<file path="src/rtl/cbq_pkg.sv">
`timescale 1ns / 1ps
`default_nettype none
package cbq_pkg;

  localparam int MaxSections = 8;
  localparam int TapsPerSection = 5;
  localparam int TableDepth = MaxSections * TapsPerSection;
  localparam int CoefAddrW = $clog2(TableDepth);
  localparam int SecW = $clog2(MaxSections);

  localparam int SampleW = 16;
  localparam int CoefW = 20;
  localparam int SigW = 32;
  localparam int IdxW = 6;
  localparam int SecCfgW = 4;
  localparam int ProdW = SigW + CoefW;
  localparam int AccW = 56;

  typedef enum logic [0:0] {
    CfgGain     = 1'b0,
    CfgSections = 1'b1
  } cfg_reg_e;

  typedef enum logic [0:0] {
    ModeFilter = 1'b0,
    ModeCoef   = 1'b1
  } mode_e;

  // source of the multiplier's signal operand
  typedef enum logic [1:0] {
    OpSample = 2'd0,
    OpSig    = 2'd1,
    OpY      = 2'd2
  } opa_e;

  // what happens to the accumulator in one step
  typedef enum logic [1:0] {
    AccLoad  = 2'd0,
    AccAdd   = 2'd1,
    AccSub   = 2'd2,
    AccHold  = 2'd3
  } accop_e;

  typedef enum logic [3:0] {
    StIdle,
    StGainMul,
    StGainRnd,
    StB0Mul,
    StYRnd,
    StA1Mul,
    StB1Mul,
    StD1Rnd,
    StB2Mul,
    StA2Mul,
    StD2Rnd,
    StNext,
    StOut
  } state_e;

  typedef struct packed {
    logic                 start;
    opa_e                 opa;
    logic [2:0]           tap;
    logic                 mul_en;
    accop_e               acc_op;
    logic                 acc_d1;
    logic                 gain_rnd;
    logic                 y_wr;
    logic                 d1_wr;
    logic                 d2_wr;
    logic                 sec_inc;
    logic                 out_load;
  } cbq_cmd_t;

  typedef struct packed {
    logic more_sections;
  } cbq_sts_t;

  // round to nearest (ties up) by 2^15 in gain mode, else by 2^16, then saturate to 32 bits
  function automatic logic signed [SigW-1:0] round_sat(input logic signed [AccW-1:0] v,
                                                      input logic gain_mode);
    logic signed [AccW-1:0] w;
    logic signed [AccW-1:0] s;
    begin
      if (gain_mode) begin
        w = v + AccW'(signed'(64'sd16384));
        s = w >>> 15;
      end else begin
        w = v + AccW'(signed'(64'sd32768));
        s = w >>> 16;
      end
      if (s > AccW'(signed'(64'sd2147483647))) begin
        round_sat = 32'sh7fffffff;
      end else if (s < -AccW'(signed'(64'sd2147483648))) begin
        round_sat = 32'sh80000000;
      end else begin
        round_sat = s[SigW-1:0];
      end
    end
  endfunction

endpackage
`default_nettype wire

</file>
<file path="src/rtl/cbq_if.sv">
`timescale 1ns / 1ps
`default_nettype none
interface cbq_in_if;
  logic        valid;
  logic        ready;
  logic        mode;
  logic [15:0] sample;
  logic [5:0]  coef_index;
  logic [19:0] coef_value;
  modport source (output valid, mode, sample, coef_index, coef_value, input ready);
  modport sink (input valid, mode, sample, coef_index, coef_value, output ready);
endinterface

interface cbq_out_if;
  logic        valid;
  logic        ready;
  logic [15:0] filtered_sample;
  modport source (output valid, filtered_sample, input ready);
  modport sink (input valid, filtered_sample, output ready);
endinterface

interface cbq_cfg_if;
  logic        valid;
  logic        ready;
  logic [0:0]  index;
  logic [19:0] data;
  modport source (output valid, index, data, input ready);
  modport sink (input valid, index, data, output ready);
endinterface
`default_nettype wire

</file>
<file path="src/rtl/cascaded_biquad_iir_filter.sv">
`timescale 1ns / 1ps
`default_nettype none
// Cascaded transposed direct form II biquad filter. A filter item (mode 0)
// runs through the N sections in use (at most eight) on the one shared 32x20
// multiplier, which forms five products per section; the result waits in an
// output register and the next item is accepted meanwhile, finishing its last
// step only once that result is taken. A coefficient item (mode 1) is written
// to the table on acceptance. Configuration writes land at once; write them
// only while idle.
module cascaded_biquad_iir_filter (
  input  wire    clk_i,
  input  wire    rst_ni,
  cbq_in_if.sink     in_ch,
  cbq_out_if.source  out_ch,
  cbq_cfg_if.sink    cfg_ch
);
  import cbq_pkg::*;

  cbq_cmd_t cmd;
  cbq_sts_t sts;
  logic in_ready;
  logic out_valid_q;
  logic [SampleW-1:0] out_data_q, result;
  logic [CoefW-1:0] gain_q;
  logic [SecCfgW-1:0] sections_q;
  logic coef_we;

  assign in_ch.ready = in_ready;
  assign cfg_ch.ready = 1'b1;
  assign coef_we = in_ch.valid && in_ready && in_ch.mode == ModeCoef;

  // configuration registers
  always_ff @(posedge clk_i or negedge rst_ni) begin
    if (!rst_ni) begin
      gain_q <= 20'sd65536;
      sections_q <= 4'd1;
    end else if (cfg_ch.valid) begin
      case (cfg_ch.index)
        CfgGain:     gain_q <= cfg_ch.data;
        CfgSections: sections_q <= cfg_ch.data[SecCfgW-1:0];
        default: begin
        end
      endcase
    end
  end

  cbq_ctrl u_ctrl (
    .clk_i      (clk_i),
    .rst_ni     (rst_ni),
    .in_valid_i (in_ch.valid),
    .in_mode_i  (in_ch.mode),
    .in_ready_o (in_ready),
    .out_busy_i (out_valid_q),
    .sts_i      (sts),
    .cmd_o      (cmd)
  );

  cbq_datapath u_dp (
    .clk_i      (clk_i),
    .rst_ni     (rst_ni),
    .cmd_i      (cmd),
    .sts_o      (sts),
    .coef_we_i  (coef_we),
    .coef_idx_i (in_ch.coef_index),
    .coef_val_i (in_ch.coef_value),
    .sample_i   (in_ch.sample),
    .gain_i     (gain_q),
    .sections_i (sections_q),
    .result_o   (result)
  );

  // output register
  always_ff @(posedge clk_i or negedge rst_ni) begin
    if (!rst_ni) begin
      out_valid_q <= 1'b0;
    end else if (cmd.out_load) begin
      out_valid_q <= 1'b1;
    end else if (out_ch.ready) begin
      out_valid_q <= 1'b0;
    end
  end
  always_ff @(posedge clk_i) begin
    if (cmd.out_load) out_data_q <= result;
  end

  assign out_ch.valid = out_valid_q;
  assign out_ch.filtered_sample = out_data_q;
endmodule
`default_nettype wire

</file>
<file path="src/rtl/cbq_ctrl.sv">
`timescale 1ns / 1ps
`default_nettype none
module cbq_ctrl (
  input  wire                 clk_i,
  input  wire                 rst_ni,
  input  wire                 in_valid_i,
  input  wire                 in_mode_i,
  output logic                in_ready_o,
  input  wire                 out_busy_i,
  input  cbq_pkg::cbq_sts_t   sts_i,
  output cbq_pkg::cbq_cmd_t   cmd_o
);
  import cbq_pkg::*;

  state_e state_q, state_d;

  // accept whenever idle; a waiting result is held in the output register
  assign in_ready_o = (state_q == StIdle);

  // next state
  always_comb begin
    state_d = state_q;
    case (state_q)
      StIdle: begin
        if (in_valid_i && in_ready_o && in_mode_i == ModeFilter) state_d = StGainMul;
      end
      StGainMul: state_d = StGainRnd;
      StGainRnd: state_d = sts_i.more_sections ? StB0Mul : StOut;
      StB0Mul:   state_d = StYRnd;
      StYRnd:    state_d = StA1Mul;
      StA1Mul:   state_d = StB1Mul;
      StB1Mul:   state_d = StD1Rnd;
      StD1Rnd:   state_d = StB2Mul;
      StB2Mul:   state_d = StA2Mul;
      StA2Mul:   state_d = StD2Rnd;
      StD2Rnd:   state_d = StNext;
      StNext:    state_d = sts_i.more_sections ? StB0Mul : StOut;
      StOut:     state_d = out_busy_i ? StOut : StIdle;
      default:   state_d = StIdle;
    endcase
  end

  // outputs; the multiplier result is registered, accumulate in the step after
  // the coefficient read is registered, so the step before each multiply addresses its tap
  always_comb begin
    cmd_o = '0;
    cmd_o.acc_op = AccHold;
    cmd_o.opa = OpSig;
    case (state_q)
      StIdle: begin
        cmd_o.start = in_valid_i && in_ready_o && in_mode_i == ModeFilter;
      end
      StGainMul: begin
        cmd_o.opa = OpSample;
        cmd_o.mul_en = 1'b1;
      end
      StGainRnd: begin
        cmd_o.acc_op = AccLoad;
        cmd_o.gain_rnd = 1'b1;
      end
      StB0Mul: begin
        cmd_o.tap = 3'd0;
        cmd_o.mul_en = 1'b1;
      end
      StYRnd: begin
        cmd_o.tap = 3'd3;
        cmd_o.acc_op = AccLoad;
        cmd_o.acc_d1 = 1'b1;
        cmd_o.y_wr = 1'b1;
      end
      StA1Mul: begin
        cmd_o.opa = OpY;
        cmd_o.tap = 3'd1;
        cmd_o.mul_en = 1'b1;
      end
      StB1Mul: begin
        cmd_o.tap = 3'd1;
        cmd_o.mul_en = 1'b1;
        cmd_o.acc_op = AccSub;
      end
      StD1Rnd: begin
        cmd_o.tap = 3'd2;
        cmd_o.acc_op = AccAdd;
        cmd_o.d1_wr = 1'b1;
      end
      StB2Mul: begin
        cmd_o.tap = 3'd4;
        cmd_o.mul_en = 1'b1;
      end
      StA2Mul: begin
        cmd_o.opa = OpY;
        cmd_o.tap = 3'd4;
        cmd_o.mul_en = 1'b1;
        cmd_o.acc_op = AccLoad;
      end
      StD2Rnd: begin
        cmd_o.acc_op = AccSub;
        cmd_o.d2_wr = 1'b1;
        cmd_o.sec_inc = 1'b1;
      end
      StNext: begin
      end
      StOut: begin
        cmd_o.out_load = !out_busy_i;
      end
      default: begin
      end
    endcase
  end

  always_ff @(posedge clk_i or negedge rst_ni) begin
    if (!rst_ni) begin
      state_q <= StIdle;
    end else begin
      state_q <= state_d;
    end
  end
endmodule
`default_nettype wire

</file>
<file path="src/rtl/cbq_datapath.sv">
`timescale 1ns / 1ps
`default_nettype none
module cbq_datapath (
  input  wire                          clk_i,
  input  wire                          rst_ni,
  input  cbq_pkg::cbq_cmd_t            cmd_i,
  output cbq_pkg::cbq_sts_t            sts_o,
  input  wire                          coef_we_i,
  input  wire  [cbq_pkg::IdxW-1:0]     coef_idx_i,
  input  wire  [cbq_pkg::CoefW-1:0]    coef_val_i,
  input  wire  [cbq_pkg::SampleW-1:0]  sample_i,
  input  wire  [cbq_pkg::CoefW-1:0]    gain_i,
  input  wire  [cbq_pkg::SecCfgW-1:0]  sections_i,
  output logic [cbq_pkg::SampleW-1:0]  result_o
);
  import cbq_pkg::*;

  logic [CoefW-1:0] coef_mem [TableDepth];
  logic signed [SigW-1:0] d1_q [MaxSections];
  logic signed [SigW-1:0] d2_q [MaxSections];
  logic signed [SampleW-1:0] sample_q;
  logic signed [SigW-1:0] sig_q, y_q;
  logic signed [ProdW-1:0] prod_q;
  logic signed [AccW-1:0] acc_q, acc_d;
  logic [SecW:0] sec_q, n_lim;
  logic [SecW-1:0] sec_idx;
  logic [CoefAddrW-1:0] rd_addr;
  logic signed [CoefW-1:0] coef_q;
  logic signed [SigW-1:0] opa;
  logic signed [CoefW-1:0] opb;
  logic signed [SigW-1:0] rnd;
  logic signed [AccW-1:0] prod_ext, d_ext;

  assign sec_idx = sec_q[SecW-1:0];

  // section count clipped to the table size
  assign n_lim = (sections_i > SecCfgW'(MaxSections)) ? (SecW+1)'(MaxSections)
                                                      : (SecW+1)'(sections_i);
  assign sts_o.more_sections = sec_q < n_lim;

  // coefficient table, registered read
  assign rd_addr = CoefAddrW'(32'(sec_idx) * TapsPerSection + 32'(cmd_i.tap));
  always_ff @(posedge clk_i) begin
    if (coef_we_i && coef_idx_i < IdxW'(TableDepth)) begin
      coef_mem[coef_idx_i[CoefAddrW-1:0]] <= coef_val_i;
    end
  end
  always_ff @(posedge clk_i) begin
    coef_q <= signed'(coef_mem[rd_addr]);
  end

  // shared multiplier
  always_comb begin
    case (cmd_i.opa)
      OpSample: opa = SigW'(sample_q);
      OpY:      opa = y_q;
      default:  opa = sig_q;
    endcase
    opb = (cmd_i.opa == OpSample) ? signed'(gain_i) : coef_q;
  end

  always_ff @(posedge clk_i) begin
    if (cmd_i.mul_en) begin
      prod_q <= ProdW'(opa) * ProdW'(opb);
    end
  end

  // accumulator at Q.32 (Q.31 for the gain product) with optional delay term
  assign prod_ext = AccW'(prod_q);
  assign d_ext = cmd_i.acc_d1 ? (AccW'(d1_q[sec_idx]) <<< 16)
                              : (AccW'(d2_q[sec_idx]) <<< 16);
  always_comb begin
    case (cmd_i.acc_op)
      AccLoad: acc_d = cmd_i.acc_d1 ? d_ext + prod_ext : prod_ext;
      AccAdd:  acc_d = acc_q + prod_ext;
      AccSub:  acc_d = acc_q - prod_ext;
      default: acc_d = acc_q;
    endcase
    if (cmd_i.acc_op == AccSub && cmd_i.tap == 3'd1) begin
      acc_d = d_ext - prod_ext;
    end
  end
  assign rnd = round_sat(acc_d, cmd_i.gain_rnd);

  always_ff @(posedge clk_i) begin
    acc_q <= acc_d;
    if (cmd_i.start) sample_q <= signed'(sample_i);
    if (cmd_i.gain_rnd) sig_q <= rnd;
    if (cmd_i.y_wr) y_q <= rnd;
    if (cmd_i.sec_inc) sig_q <= y_q;
  end

  // delay state and section counter
  always_ff @(posedge clk_i or negedge rst_ni) begin
    if (!rst_ni) begin
      for (int i = 0; i < MaxSections; i++) begin
        d1_q[i] <= '0;
        d2_q[i] <= '0;
      end
      sec_q <= '0;
    end else begin
      if (cmd_i.d1_wr) d1_q[sec_idx] <= rnd;
      if (cmd_i.d2_wr) d2_q[sec_idx] <= rnd;
      if (cmd_i.start) sec_q <= '0;
      else if (cmd_i.sec_inc) sec_q <= sec_q + 1'b1;
    end
  end

  // Q16.16 to saturated Q1.15, one guard bit so the top value cannot wrap
  logic signed [SigW:0] o_r;
  always_comb begin
    o_r = ((SigW+1)'(sig_q) + 33'sd1) >>> 1;
    if (o_r > 33'sd32767) result_o = 16'h7fff;
    else if (o_r < -33'sd32768) result_o = 16'h8000;
    else result_o = o_r[SampleW-1:0];
  end
endmodule
`default_nettype wire

</file>
<file path="src/flat_wrapper.sv">
// flat-port wrapper written by rule: the top's interface ports become plain ports
module cascaded_biquad_iir_filter_flat import cbq_pkg::*;
  (clk_i, rst_ni, in_ch_valid, in_ch_mode, in_ch_sample, in_ch_coef_index, in_ch_coef_value, in_ch_ready, out_ch_valid, out_ch_filtered_sample, out_ch_ready, cfg_ch_valid, cfg_ch_index, cfg_ch_data, cfg_ch_ready);
  cbq_in_if in_ch_i ();
  cbq_out_if out_ch_i ();
  cbq_cfg_if cfg_ch_i ();
  input  wire clk_i;
  input  wire rst_ni;
  input wire logic [$bits(in_ch_i.valid)-1:0] in_ch_valid;
  input wire logic [$bits(in_ch_i.mode)-1:0] in_ch_mode;
  input wire logic [$bits(in_ch_i.sample)-1:0] in_ch_sample;
  input wire logic [$bits(in_ch_i.coef_index)-1:0] in_ch_coef_index;
  input wire logic [$bits(in_ch_i.coef_value)-1:0] in_ch_coef_value;
  output wire logic [$bits(in_ch_i.ready)-1:0] in_ch_ready;
  output wire logic [$bits(out_ch_i.valid)-1:0] out_ch_valid;
  output wire logic [$bits(out_ch_i.filtered_sample)-1:0] out_ch_filtered_sample;
  input wire logic [$bits(out_ch_i.ready)-1:0] out_ch_ready;
  input wire logic [$bits(cfg_ch_i.valid)-1:0] cfg_ch_valid;
  input wire logic [$bits(cfg_ch_i.index)-1:0] cfg_ch_index;
  input wire logic [$bits(cfg_ch_i.data)-1:0] cfg_ch_data;
  output wire logic [$bits(cfg_ch_i.ready)-1:0] cfg_ch_ready;
  assign in_ch_i.valid = in_ch_valid;
  assign in_ch_i.mode = in_ch_mode;
  assign in_ch_i.sample = in_ch_sample;
  assign in_ch_i.coef_index = in_ch_coef_index;
  assign in_ch_i.coef_value = in_ch_coef_value;
  assign in_ch_ready = in_ch_i.ready;
  assign out_ch_valid = out_ch_i.valid;
  assign out_ch_filtered_sample = out_ch_i.filtered_sample;
  assign out_ch_i.ready = out_ch_ready;
  assign cfg_ch_i.valid = cfg_ch_valid;
  assign cfg_ch_i.index = cfg_ch_index;
  assign cfg_ch_i.data = cfg_ch_data;
  assign cfg_ch_ready = cfg_ch_i.ready;
  cascaded_biquad_iir_filter u_core (.clk_i(clk_i), .rst_ni(rst_ni), .in_ch(in_ch_i), .out_ch(out_ch_i), .cfg_ch(cfg_ch_i));
endmodule
</file>
<file path="config.mk">
export PLATFORM = sky130hd
export DESIGN_NAME = cascaded_biquad_iir_filter_flat
export DESIGN_NICKNAME = d
export VERILOG_FILES = /design/src/rtl/cbq_pkg.sv /design/src/rtl/cbq_if.sv /design/src/rtl/cascaded_biquad_iir_filter.sv /design/src/rtl/cbq_ctrl.sv /design/src/rtl/cbq_datapath.sv /design/src/flat_wrapper.sv
export SDC_FILE = /design/constraint.sdc
export NUM_CORES = 2
export LEC_CHECK = 0
export BUFFER_PORTS_ARGS = -buffer_cell sky130_fd_sc_hd__buf_2
export CORE_UTILIZATION = 30
export DETAILED_ROUTE_END_ITERATION = 12
export PLACE_DENSITY = 0.46
export SLEW_MARGIN = 20
export SYNTH_ARGS = -nofsm -noshare
export SYNTH_HDL_FRONTEND = slang
export SYNTH_SLANG_ARGS = --single-unit
export TNS_END_PERCENT = 30
</file>
<file path="constraint.sdc">
create_clock -name clk_i -period 28.7 [get_ports clk_i]
set_clock_uncertainty 0.1 [all_clocks]
set_input_delay 1.435 -clock clk_i [delete_from_list [all_inputs] [get_ports clk_i]]
set_output_delay 1.435 -clock clk_i [all_outputs]
set_load 0.01 [all_outputs]
</file>
## Yosys cells after proc, flatten, opt, wreduce, memory -nomap -nowiden

Memory sizes are Yosys's and may differ from the RTL's. A register that Yosys moved wholly into a read port is not among the register bits.
Index checks and enable logic that the tools add are counted.
W data, S select, Z words.

| cells by class | value |
|---|---|
| multiply operators | 2 |
| multiplexer cells | 43 |
| add/subtract/negate cells | 9 |
| order comparisons | 9 |
| reduce and logical (&&, ||, !) cells | 22 |
| bitwise gates (word level) | 3 |
| equal/unequal tests | 17 |

Operators with widths:

| cell | number |
|---|---|
| $bwmux W256 | 2 |
| $mux W32 | 9 |
| $mux W56 | 4 |
| $bmux W32 S3 | 2 |
| $pmux W56 S3 | 1 |
| $add A56 B52 Y56 | 2 |
| $sub A56 B52 Y56 | 2 |
| $demux W32 S3 | 1 |
| $pmux W32 S2 | 1 |
| $add A56 B16 Y56 const B | 1 |
| $add A56 B17 Y56 const B | 1 |
| $gt A56 B32 Y1 const B | 1 |
| $lt A56 B32 Y1 const B | 1 |
| $mul A32 B20 Y52 | 1 |
| $pmux W4 S12 | 1 |
| $add A32 B2 Y33 const B | 1 |
| $gt A32 B16 Y1 const B | 1 |
| $lt A32 B16 Y1 const B | 1 |
| $mux W4 | 6 |
| $eq A4 B4 Y1 const B | 5 |
| $mux W20 | 1 |
| $eq A4 B3 Y1 const B | 4 |
| $mux W16 | 1 |
| $pmux W3 S4 | 1 |
| other kinds (29) | 54 |

| word-level totals | value |
|---|---|
| bits of input ports | 69 |
| memories kept | 1 |
| bits in registers | 749 |
| output and inout bits | 19 |
| memory bits (writable) | 800 |

Memory list:

| memory | words | width | rd ports | clocked after Yosys merged registers in | wr ports | line | RTL |
|---|---|---|---|---|---|---|---|
| u_core.u_dp.coef_mem | 40 | 20 | 1 | 1 | 1 | cbq_datapath.sv:18 | `logic [CoefW-1:0] coef_mem [TableDepth];` |

## Depth between registers and ports, before layout

| logic depth | value |
|---|---|
| depth after elaboration | 16 |
| depth in mapped cells | 42 |

## Hierarchy

A second synthesis with hierarchy kept.

| second synthesis, totals | value |
|---|---|
| cell total of the unflattened synthesis | 8914 |
| area, all modules | 98786.0 um^2 |

Modules (own cells, without submodules):

| module | instances | cells each | area each (um^2) | sequential area each (um^2) |
|---|---|---|---|---|
| cbq_datapath | 1 | 8773 | 96796.6 | 42560.8 |
| cascaded_biquad_iir_filter | 1 | 74 | 1522.7 | 1108.6 |
| cbq_ctrl | 1 | 67 | 466.7 | 100.1 |

## Worst setup path after synthesis

Ideal clock, no wire load.

| timing path | value |
|---|---|
| path kind | reg-to-reg |
| start | register u_core.u_ctrl.state_q[2] |
| end | register u_core.u_dp.prod_q[48], data pin |
| arrival time | 9.462 ns |
| stages on the path, launching flop included | 34 |
| library setup time | 0.258 ns |
| setup slack | 18.881 ns |
| required time | 28.342 ns |
| cells stage by stage | dfrtp_1 -> clkbuf_1 -> or2_2 -> buf_2 -> nor2_1 -> clkbuf_1 -> clkbuf_1 -> mux2i_1 -> nor2_1 -> fa_1 -> fa_1 -> fa_1 -> inv_1 -> fa_1 -> inv_1 -> fa_1 -> fa_1 -> fa_1 -> ha_1 -> a2111oi_0 -> a21oi_1 -> o2111ai_1 -> a311oi_1 -> a21oi_1 -> a2111oi_0 -> o31ai_1 -> a21boi_0 -> o21a_1 -> o21ai_0 -> nand2b_1 -> a311oi_1 -> o21bai_1 -> a21oi_1 -> xnor2_1 |

| on the way | value |
|---|---|
| cells in the longest elaborated chain, start to end | 6 |
| elaborated cells between the ends (all ways) | 10 |
| those cells by class | mul: 1; eq/ne: 4; mux: 3; reduce/logical: 2 |

Ends and longest elaborated chain:

| what | line | RTL |
|---|---|---|
| start, declared | cbq_ctrl.sv:15 | `state_e state_q, state_d;` |
| start signal, assigned | cbq_ctrl.sv:113 | `state_q <= StIdle;` |
| start signal, assigned | cbq_ctrl.sv:115 | `state_q <= state_d;` |
| $eq A4 B4 Y1 or $eq A4 B3 Y1 (tied branches) | cbq_ctrl.sv:49 | `case (state_q)` |
| $reduce_or A2 Y1 (no source line) | -- |  |
| $pmux W2 S2 (*) | cbq_ctrl.sv:49 |  |
| $eq A2 B2 Y1 or $logic_not A2 Y1 (tied branches) | cbq_datapath.sv:54, cbq_datapath.sv:59 |  |
| $pmux W32 S2 or $mux W20 (tied branches) | cbq_datapath.sv:54, cbq_datapath.sv:59 |  |
| $mul A32 B20 Y52 (*) | cbq_datapath.sv:64 | `prod_q <= ProdW'(opa) * ProdW'(opb);` |
| end signal, assigned | cbq_datapath.sv:64 |  |
| end, declared | cbq_datapath.sv:23 | `logic signed [ProdW-1:0] prod_q;` |

Every way passes the cells marked *; elsewhere a longest branch is shown, timed or not.
A chain may end at the register's enable or synchronous reset.

## Worst setup path in the final report

| timing path | value |
|---|---|
| start | register u_core.u_ctrl.state_q[3] |
| end | register u_core.u_dp.prod_q[48], data pin |

The elaborated chain is that of the path after synthesis.

==> summary.md <==
| Metric | Value |
|---|---|
| Core area | `0.325 mm2` |
| PostCTS Resize Cnt | `0` |
| Setup TNS | `0 ns` |
| RSZ-0062 raised after global routing | `false` |
| CP startpoint kind | `register` |
| Remaining Overflow, GRT | `0` |
| Routed Wire Length | `377 mm` |
| DR vias | `72500` |
| Clk root buf | `clkbuf_16` |
| Syn Nets | `9943` |
| Clock period minus worst slack | `12.24 ns` |
| Sink Count | `1569` |
| F_max | `0.0817 GHz` |
| I/O pin count | `88` |
| Critical R2R Capture | `u_core.u_dp.prod_q[48]` |
| Die Footprint | `0.330 mm2` |
| Die width | `574 um` |
| Met3 wire length | `23.3 mm` |
| Fill cells | `32500` |
| Clock Latency Late Sink | `0.86 ns` |
| Setup crit end | `u_core.u_dp.prod_q[48]` |
| EDFF count, synth | `962` |
| RD Place Congestion | `0.952` |
| FF+latch count, synth | `1569` |
| Slew Viols, Final | `0` |
| Row cnt | `209` |
| Async set or reset register ratio after synthesis | `0.347` |
| Critical Path Source | `u_core.u_ctrl.state_q[3]` |
| Area grow syn2layout | `12.6%` |
| Die Span Y | `574 um` |
| Crit. End Element | `register` |
| Final worst-path cycle share | `0.426` |
| Final HPWL DP | `267 mm` |
| Drt wl/cell | `28.1 um` |
| CTS max path bufs | `4` |
| DRC violations left | `0` |
| Worst-Margin Slew | `1.16 ns` |
| Hold Path Class | `reg2reg` |
| FF-to-FF setup slack | `16.46 ns` |
| Initial Util | `0.302` |
| Final setup fails | `0` |
| H-tree levels | `4` |
| Crit Path Class | `reg2reg` |
| Critical path peak fanout | `32` |
| Setup bufs post-CTS | `0` |
| Yosys warns | `0` |
| R2r startpoint | `u_core.u_ctrl.state_q[3]` |
| Reg clk slew, reported paths | `0.06 ns` |
| Cells on worst reg2reg path | `31` |
| Worst stage delay on the critical path | `0.90 ns` |
| WL met1 | `157 mm` |
| Mean area per synthesized cell | `11.0 um2` |
| Antenna Nets Post-Route | `0` |
| Met2 wire length | `176 mm` |
| Fraction of layout cells with a size suffix above 1 | `0.126` |
| TritonCTS buffer count | `187` |
| Crit-path slowest cell | `mux2_2` |
| Seq/Total Area, Yosys | `0.446` |
| Rel. slew slack | `0.223` |
| Top layer in use | `met5` |
| Cts-stage hold buffer count | `0` |
| Post-synth cell types | `120` |
| TritonRoute pass-1 iters | `6` |
| Pin count of the biggest net entering global routing | `164` |
| Maxcap violations | `0` |
| Pre-CTS setup slack | `16.44 ns` |
| Setup ws final | `16.46 ns` |
| WP data required | `29.19 ns` |
| PortBufs | `86` |
| Cell count after synthesis | `8959` |
| Mapped cell area | `0.0982 mm2` |
| Crit path arrival time | `12.73 ns` |
| Initial antenna violation count | `24` |
| Final nets | `9899` |
| Status | `complete, no violations` |
| Global-route wire length before repair | `543 mm` |
| First DRT Iteration DRCs | `7173` |
| Crit path top cell by count | `fa_1` |
| Number of global-route vias before repair | `74100` |
| CTS tree | `yes` |
| Fin. Hold Viols | `0` |
| GRT Total Usage | `0.225` |
| DR vias/cell | `5.41` |
| Synth Flop Type | `edfxtp_1` |
[critical path: cells and delay by family, from the launching register on]
family	cells	cell delay, ns
multiplexers	1	0.90
flip-flops	1	0.76
XOR/XNOR	1	0.09
AO/OA/AOI/OAI	13	4.21
buffers and inverters	4	0.65
adder cells (fa/ha/maj)	8	3.95
AND/OR/NAND/NOR	4	1.18
[routing by layer]
layer | global-route usage | vias up
met1 | 0.295 | 37700
met3 | 0.0329 | 644
met4 | 0.104 | 10
li1 | - | 31400
met5 | 0 | -
met2 | 0.367 | 2736
[layout by cell type, fill, tap and decap left out, types with 54 or more instances in the layout]
cell type  netlist  routed
a211oi_1        69      68
a21o_1          81      81
a21oi_1        886     880
a221oi_1        67      65
a22o_1          58      58
a31oi_1         65      65
and2_1          61      54
buf_2           85      85
buf_4            2     216
clkbuf_16        0     191
dfrtp_1        543     540
dfxtp_1         62      62
edfxtp_1       962     962
fa_1           639     638
ha_1           276     273
inv_1          774     774
mux2_2          89      89
mux2i_1        107     101
mux4_2         244     244
nand2_1        767     765
nand3_1        107     106
nor2_1        1136    1081
nor3_1         115     113
o21ai_0        265     259
xnor2_1        170     168
xor2_1          56      55
[sequential cells by signal (all words and copies together), names as in the netlist]
name                           cells
u_core.u_dp.coef_mem             800
u_core.out_ch.filtered_sample     16
u_core.u_dp.sig_q                 32
u_core.out_ch.valid                1
u_core.u_dp.sample_q              16
u_core.u_dp.sec_q                  4
u_core.u_dp.prod_q                52
u_core.sections_q                  4
u_core.u_dp.coef_q                20
u_core.gain_q                     20
u_core.u_dp.d2_q                 256
u_core.u_dp.acc_q                 56
u_core.u_ctrl.state_q              4
u_core.u_dp.y_q                   32
u_core.u_dp.d1_q                 256
[logic make-up after synthesis]
| kind of cell | after synthesis | share of synthesized area |
|---|---|---|
| simple gates | 2560 | 0.115 |
| compound gates | 1922 | 0.125 |
| flops | 1569 | 0.446 |
| buf+inv | 1325 | 0.0521 |
| fa+ha+maj | 915 | 0.165 |
| mux | 441 | 0.0772 |
| xor+xnor | 226 | 0.0202 |
| other cells | 1 | 0.0000382 |
[metrics by stage]
stage                     hold WS, ns  cell area (um2)  utilization  instances
final                           0.404           111000        0.340      13400
after global routing            0.420           111000        0.340      13400
after CTS                       0.404           111000        0.340      13400
after detailed placement        0.390           104000        0.321      13100
after global placement          0.384           104000        0.320      13000
after floorplan                 0.375            98200            -       8959
[area by class of cell]
cell class | instances | area [um2] | area share
diodes | 7 | 17.5 | 0.000158
clock buffers | 259 | 5270 | 0.0476
clock inverters | 83 | 986 | 0.00892
inverters | 778 | 2920 | 0.0264
multi-input cells | 6065 | 49900 | 0.452
flip-flops and latches | 1569 | 43800 | 0.396
well taps | 4325 | 5410 | 0.0489
repair buffers | 314 | 2250 | 0.0204
[worst min-delay path by stage]
stage | startpoint | endpoint | slack [ns] | depth (start not counted)
after CTS | u_core.gain_q[12] | u_core.gain_q[12] | 0.40 | 1
after global placement | u_core.gain_q[12] | u_core.gain_q[12] | 0.38 | 1
after detailed placement | u_core.gain_q[12] | u_core.gain_q[12] | 0.39 | 1
after global routing | u_core.gain_q[12] | u_core.gain_q[12] | 0.42 | 1
final | u_core.gain_q[12] | u_core.gain_q[12] | 0.40 | 1
after floorplan | u_core.gain_q[10] | u_core.gain_q[10] | 0.37 | 1
[Yosys cell counts, types with 32 or more instances]
cell      instances  area (um2)
mux2i_1         107        1070
mux2_2           89        1000
clkbuf_1        396        1490
a22o_1           58         508
inv_1           774        2910
nand2b_1         46         288
nor4_1           32         200
a21o_1           81         608
nor3_1          115         576
nor2b_1          49         307
nand3_1         107         536
buf_2            85         425
buf_1            60         225
xor2_1           56         490
edfxtp_1        962       28900
dfrtp_1         543       13600
o211ai_1         43         323
o21a_1           45         338
o21ai_0         265        1330
a21oi_1         886        4430
mux4_2          244        5500
nand2_1         767        2880
a221oi_1         67         587
xnor2_1         170        1490
ha_1            276        3450
nor2_1         1136        4260
and2_1           61         382
nand4_1          52         325
dfxtp_1          62        1240
a31oi_1          65         407
and3_1           49         307
a211oi_1         69         518
fa_1            639       12800
a22oi_1          49         368
Power is left out: the tool's default activity adds up to more than one toggle a clock period on the data nets, which glitch-free logic cannot reach.
